--- config.mk ---
export PLATFORM = sky130hd
export DESIGN_NAME = psrt_div
export DESIGN_NICKNAME = d
export VERILOG_FILES = /design/src/rtl/psrt_pkg.sv /design/src/rtl/psrt_div.sv
export SDC_FILE = /design/constraint.sdc
export NUM_CORES = 1
export LEC_CHECK = 0
export BUFFER_PORTS_ARGS = -buffer_cell sky130_fd_sc_hd__buf_2
export CORE_MARGIN = 2
export CORE_UTILIZATION = 40
export DETAILED_ROUTE_END_ITERATION = 10
export PLACE_DENSITY = 0.66
export SLEW_MARGIN = 10
export SYNTH_ARGS = -nofsm -noshare
export SYNTH_HDL_FRONTEND = slang
export SYNTH_SLANG_ARGS = --single-unit
--- constraint.sdc ---
create_clock -name clk_i -period 3.75 [get_ports clk_i]
set_input_delay 0.75 -clock clk_i [delete_from_list [all_inputs] [get_ports clk_i]]
set_output_delay 0.75 -clock clk_i [all_outputs]
set_load 0.05 [all_outputs]
--- src/rtl/psrt_pkg.sv ---
// Shared types, codes and constants of the periodic slot reservation table.
`timescale 1ns / 1ps

package psrt_pkg;

  // Field and register types at their fixed widths.
  typedef logic [1:0]  cmd_t;
  typedef logic [4:0]  node_t;
  typedef logic [7:0]  offset_t;
  typedef logic [8:0]  len_t;
  typedef logic [8:0]  cycle_t;
  typedef logic [5:0]  height_t;
  typedef logic [8:0]  gc_t;
  typedef logic [5:0]  rows_t;
  typedef logic [20:0] sum_t;
  typedef logic [1:0]  status_t;
  typedef logic [0:0]  cfg_idx_t;
  typedef logic [8:0]  cfg_data_t;

  // Internal widths: first row (node * height), step count and linear base address.
  typedef logic [10:0] frow_t;
  typedef logic [14:0] step_t;
  typedef logic [19:0] base_t;

  // Shared divider operand width.
  localparam int DIV_W = 9;
  typedef logic [DIV_W-1:0] div_t;

  // Commands.
  localparam cmd_t CMD_RESERVE = 2'd0;
  localparam cmd_t CMD_RELEASE = 2'd1;
  localparam cmd_t CMD_CLEAR   = 2'd2;

  // Result status codes.
  localparam status_t STATUS_OK         = 2'd0;
  localparam status_t STATUS_CYCLE_ZERO = 2'd1;
  localparam status_t STATUS_ROWS       = 2'd2;
  localparam status_t STATUS_SAT        = 2'd3;

  // Configuration register indexes.
  localparam cfg_idx_t REG_HYPERPERIOD = 1'b0;
  localparam cfg_idx_t REG_NODE_ROWS   = 1'b1;

  // Register reset values and the collision total ceiling.
  localparam gc_t   GC_RESET   = 9'd256;
  localparam rows_t ROWS_RESET = 6'd32;
  localparam sum_t  SUM_MAX    = 21'h1FFFFF;

  // Sequencer states, one-hot.
  typedef enum logic [10:0] {
    ST_CLEAR = 11'b000_0000_0001,
    ST_IDLE  = 11'b000_0000_0010,
    ST_ROWS  = 11'b000_0000_0100,
    ST_CHECK = 11'b000_0000_1000,
    ST_DIVQ  = 11'b000_0001_0000,
    ST_DIVR  = 11'b000_0010_0000,
    ST_MUL   = 11'b000_0100_0000,
    ST_START = 11'b000_1000_0000,
    ST_WALK  = 11'b001_0000_0000,
    ST_DRAIN = 11'b010_0000_0000,
    ST_DONE  = 11'b100_0000_0000
  } state_e;

endpackage

--- src/rtl/psrt_div.sv ---
// Restoring divider, one quotient bit per cycle, giving quotient and remainder.
`timescale 1ns / 1ps

module psrt_div (
  input  logic              clk_i,
  input  logic              rst_ni,
  input  logic              start_i,
  input  psrt_pkg::div_t    dividend_i,
  input  psrt_pkg::div_t    divisor_i,
  output logic              done_o,
  output psrt_pkg::div_t    quotient_o,
  output psrt_pkg::div_t    remainder_o
);

  localparam int CNT_W = $clog2(psrt_pkg::DIV_W + 1);

  logic                   busy_q, busy_d;
  logic                   done_q, done_d;
  logic [CNT_W-1:0]       cnt_q, cnt_d;
  psrt_pkg::div_t         quo_q, quo_d;
  psrt_pkg::div_t         rem_q, rem_d;
  psrt_pkg::div_t         dsr_q, dsr_d;
  logic [psrt_pkg::DIV_W:0] shifted;
  logic [psrt_pkg::DIV_W:0] diff;
  logic                   fits;

  // One restoring step: shift in the next dividend bit and subtract if it fits.
  assign shifted = {rem_q, quo_q[psrt_pkg::DIV_W-1]};
  assign diff    = shifted - {1'b0, dsr_q};
  assign fits    = shifted >= {1'b0, dsr_q};

  always_comb begin
    busy_d = busy_q;
    done_d = 1'b0;
    cnt_d  = cnt_q;
    quo_d  = quo_q;
    rem_d  = rem_q;
    dsr_d  = dsr_q;
    if (start_i) begin
      busy_d = 1'b1;
      cnt_d  = CNT_W'(psrt_pkg::DIV_W);
      quo_d  = dividend_i;
      rem_d  = '0;
      dsr_d  = divisor_i;
    end else if (busy_q) begin
      quo_d = {quo_q[psrt_pkg::DIV_W-2:0], fits};
      rem_d = fits ? diff[psrt_pkg::DIV_W-1:0] : shifted[psrt_pkg::DIV_W-1:0];
      cnt_d = cnt_q - CNT_W'(1);
      if (cnt_q == CNT_W'(1)) begin
        busy_d = 1'b0;
        done_d = 1'b1;
      end
    end
  end

  // Control state.
  always_ff @(posedge clk_i or negedge rst_ni) begin
    if (!rst_ni) begin
      busy_q <= 1'b0;
      done_q <= 1'b0;
      cnt_q  <= '0;
    end else begin
      busy_q <= busy_d;
      done_q <= done_d;
      cnt_q  <= cnt_d;
    end
  end

  // Operand and result registers.
  always_ff @(posedge clk_i) begin
    quo_q <= quo_d;
    rem_q <= rem_d;
    dsr_q <= dsr_d;
  end

  assign done_o      = done_q;
  assign quotient_o  = quo_q;
  assign remainder_o = rem_q;

endmodule
Word level (Yosys, flattened, before mapping)
Index checks and enable logic that the tools add are counted.
Widths: inputs -> output; s select.
Word-level totals
  input bits: 21
  bits in registers: 33
  output and inout port bits: 19
Operators by class
  order comparisons: 1
  reductions and logical operators: 1
  add/subtract/negate cells: 2
  mux-type cells: 11
  equal/unequal tests: 1
Operator list (count)
  $mux 9: 3
  $ge 10x9->1: 1
  $sub 9x9->9: 1
  $mux 4: 2
  $mux 1: 6
  $eq 4x1->1 const B: 1
  $sub 4x1->4 const B: 1
  $reduce_bool 2->1: 1

Logic depth before layout (Yosys ltp)
  depth after elaboration: 4
  mapped depth: 10

Worst setup path before layout
Ideal clock, no wire load.
  path kind: register -> register
  from: reg quo_q[8] (netlist: quotient_o[8])
  to: reg rem_q[0] (netlist: remainder_o[0])
  clock period less this slack: 2689 ps
  data arrival time: 2600 ps
  slack: 1061 ps
  setup time: 88 ps
  cell stages (with the launch flop): 11
  cells stage by stage: edfxtp_1 inv_1 ha_1 inv_1 fa_1 a211oi_2 o31ai_4 a211oi_4 buf_6 nand2_2 a311oi_2
On the way
  word-level cells in the longest chain between the ends: 2
Ends and longest elaborated chain
  start, declared: RTL line psrt_div.sv:20  | psrt_pkg::div_t quo_q, quo_d;
  start signal, assigned: RTL line psrt_div.sv:71  | quo_q <= quo_d;
  $sub 9x9->9 or $ge 10x9->1 (tied branches): RTL line psrt_div.sv:29, psrt_div.sv:30
  $mux 9 (*): RTL line psrt_div.sv:47  | rem_d = fits ? diff[psrt_pkg::DIV_W-1:0] : shifted[psrt_pkg::DIV_W-1:0];
  end signal, assigned: RTL line psrt_div.sv:72  | rem_q <= rem_d;
  end, declared: RTL line psrt_div.sv:21  | psrt_pkg::div_t rem_q, rem_d;
Mark *: on every way between the ends. The rest lies on a longest branch, timed or not.
A chain may end at the register's enable or synchronous reset.

Final worst setup path
  from: reg quo_q[8] (netlist: quotient_o[8])
  to: reg rem_q[3] (netlist: remainder_o[3])
The elaborated chain is that of the path after synthesis.

==> flow_metrics.env <==
export IMPL_outcome="finished clean"
export IMPL_die_h_um=71.0
export IMPL_dp_hpwl_um=2620
export IMPL_ir_drop_mv=0.379
export IMPL_slowest_stage="a211oi_4"
export IMPL_ys_seq_area_share_pct=48.5
export IMPL_leakage_nw=0.985
export IMPL_p_per_area_mw_per_mm2=753
export IMPL_drt_pass1_iterations=8
export IMPL_vias_per_cell=5.20
export IMPL_antenna_found_initial=0
export IMPL_clk_path_buf_depth=2
export IMPL_synth_compound_gate_area_share_pct=15.7
export IMPL_synth_nets=189
export IMPL_wl_um=3530
export IMPL_post_route_drc_count=0
export IMPL_yosys_mux_area_fraction_pct=8.36
export IMPL_drt_iter0_drc=53
export IMPL_gr_usage_met3_pct=5.13
export IMPL_avgRoutedWirePerCell_um=14.1
export IMPL_cts_max_level=2
export IMPL_grt_pass1_wl_um=6010
export IMPL_critPathMaxFanout=14
export IMPL_ctsHoldBuffers=0
export IMPL_ys_types=43
export IMPL_core_area_mm2=0.00432
export IMPL_path_buf_inv=2
export IMPL_cts_tree="yes"
export IMPL_layout_common_cells="39 x buf_2, 18 x edfxtp_1, 16 x inv_1"
export IMPL_max_slew_margin_pct=55.8
export IMPL_tns_ns=0
export IMPL_crit_top_cell="inv_1"
export IMPL_drv_cap=0
export IMPL_path_class="register to register"
export IMPL_crit_chain="inv_1 > ha_1 > inv_1 > fa_1 > a211oi_2 > o31ai_4 > a211oi_4 > mux2i_1 > a211oi_1"
export IMPL_synth_avg_cell_area_um2=11.5
export IMPL_finalMaxSlewViolations=0
export IMPL_yosysWarnings=0
export IMPL_antenna_cells=0
export IMPL_path_delay_family="compound AO/OA/AOI/OAI gates"
export IMPL_gp_congestion=0.805
export IMPL_num_rows=24
export IMPL_hp_class="input port to async pin"
export IMPL_cts_num_sinks=33
export IMPL_ys_ff_latch=33
export IMPL_path_clk_slew_ns=0.07
export IMPL_drive_gt1_share_pct=31.3
export IMPL_die_area_mm2=0.00504
export IMPL_rrSetupSlack_ns=1.03
export IMPL_synth_top_area_share_pct=30.1
export IMPL_initial_core_util_pct=41.5
export IMPL_rsz0062_at_grt="false"
export IMPL_end_kind="register"
export IMPL_synthSimpleGateAreaFrac_pct=9.27
export IMPL_cp_arrival_ns=2.87
export IMPL_reg2regPathDepth=9
export IMPL_track_usage_pct=15.3
export IMPL_synth_area_mm2=0.00180
export IMPL_synth_largest_area_cell="edfxtp_1"
export IMPL_vias=1299
export IMPL_grt_start_max_net_pins=18
export IMPL_synthTopCellsByArea="edfxtp_1 30%, dfxtp_1 10%, dfrtp_1 8.4%"
export IMPL_ios=40
export IMPL_startpoint_type="register"
export IMPL_hold_viol=0
export IMPL_period_share_pct=72.6
export IMPL_nNetsFinal=230
export IMPL_cp_data_required_time_ns=3.89
export IMPL_postSynthCellCount=156
export IMPL_area_growth_pct=18.0
export IMPL_placed_cells=242
export IMPL_power_total_mw=1.60
export IMPL_synth_xor_area_share_pct=3.90
export IMPL_instances_no_fill=250
export IMPL_cts_made_buffers=5
export IMPL_clock_latency_ns=0.28
export IMPL_cpPeakStageDelay_ns=0.63
export IMPL_ant_nets=0
export IMPL_worst_slack_ns=1.03
export IMPL_timing_rr_start="quotient_o[8]"
export IMPL_cts_root_buf="clkbuf_8"
export IMPL_fin_skew_ns=0.00628
export IMPL_min_period_ns=2.72
export IMPL_die_width_um=71.0
export IMPL_grt_use_met2_pct=24.1
export IMPL_worst_slew_pin_transition_ns=0.661
export IMPL_grtUsageMet1_pct=19.6
export IMPL_final_util_pct=49.0
export IMPL_synth_fa_ha_area_share_pct=8.78
export IMPL_overflow=0
export IMPL_fmax_ghz=0.367
export IMPL_top_usage_layer="met2"
export IMPL_cts_resized=0
export IMPL_cts_setup_buffers=0
export IMPL_io_buffers=39
export IMPL_r2r_end="remainder_o[3]"
export IMPL_setup_violations_final=0
export IMPL_layout_commonest_cell="buf_2"
export IMPL_synth_top_family_by_area="compound AO/OA/AOI/OAI gates"
export IMPL_post_place_ws_ns=1.04
export IMPL_grt_pass1_vias=1316
per-stage QoR:
stage	hold WS [ns]	cell area (um2)
5_1_grt	0.262	2120
4_1_cts	0.273	2120
3_5_place_dp	0.496	2030
3_3_place_gp	0.486	2030
6_report	0.278	2120
2_1_floorplan	0.454	1800
power by group:
group	leakage (nW)	internal (mW)	total, mW	switching [mW]
Combinational	0.613	0.265	0.750	0.484
Clock	0.0445	0.149	0.276	0.127
Sequential	0.328	0.482	0.571	0.0896
final cells by class:
| type | instances | area [um2] |
|---|---|---|
| clock buffer | 7 | 86.3 |
| clock inverter | 1 | 7.51 |
| fill | 419 | 2200 |
| inverter | 16 | 60.1 |
| multi-input combinational | 101 | 827 |
| sequential | 33 | 871 |
| tap | 52 | 65.1 |
| timing repair buffer | 40 | 203 |
synth_stat cells:
master     count
o2111ai_1      1
nand4_1        2
a211oi_4       1
a21oi_1        4
or2_2          1
nand2_2        1
mux2_2         8
ha_1          11
o2111a_1       1
a211oi_2       1
dfxtp_1        9
o21ai_0        4
nor2_1        12
buf_1          1
a211oi_1       4
buf_6          2
nand2b_1       3
o31ai_2        1
mux2i_1        6
a21o_1         4
nor2b_1        3
and3_1         1
a31oi_1        1
fa_1           1
xor2_1         4
o31a_1         1
nand2_1        7
nand3_1        1
a211o_1        2
a32oi_1        2
a311oi_1       1
xnor2_1        4
a311oi_2       1
nor3_1         1
o31ai_4        1
o31ai_1        2
clkbuf_1       3
edfxtp_1      18
inv_1         16
nor4b_1        1
dfrtp_1        6
nor3b_1        1
o21bai_1       1
worst max path at each step:
stage | from | slack [ns] | cells past startpoint | endpoint
floorplan | quotient_o[8] | 1.06 | 10 | remainder_o[0]
detailed placement | quotient_o[8] | 1.04 | 9 | remainder_o[3]
global placement | quotient_o[8] | 1.11 | 9 | remainder_o[1]
CTS | quotient_o[8] | 1.01 | 9 | remainder_o[3]
finish | quotient_o[8] | 1.03 | 9 | remainder_o[3]
global route | quotient_o[8] | 0.83 | 9 | remainder_o[1]
flip-flops by register name, indices dropped and copies added, names as in the netlist:
register / cells
quotient_o: 9
remainder_o: 9
done_o: 1
dsr_q: 9
cnt_q: 4
busy_q: 1
cell families (layout without fill, tap and decap cells):
| kind of cell | Yosys count | in the layout |
|---|---|---|
| mux | 14 | 14 |
| buf+inv | 22 | 64 |
| fa+ha+maj | 12 | 12 |
| xor+xnor | 8 | 8 |
| flops | 33 | 33 |
| simple gates | 34 | 34 |
| compound gates | 33 | 33 |
metal layers:
metal | part of all wire (%) | up-vias
li1 | - | 646
met2 | 46 | 35
met1 | 47 | 614
met4 | 0.82 | 0
met3 | 5.8 | 4
met5 | 0 | -
Power figures use the tool's default switching activity.
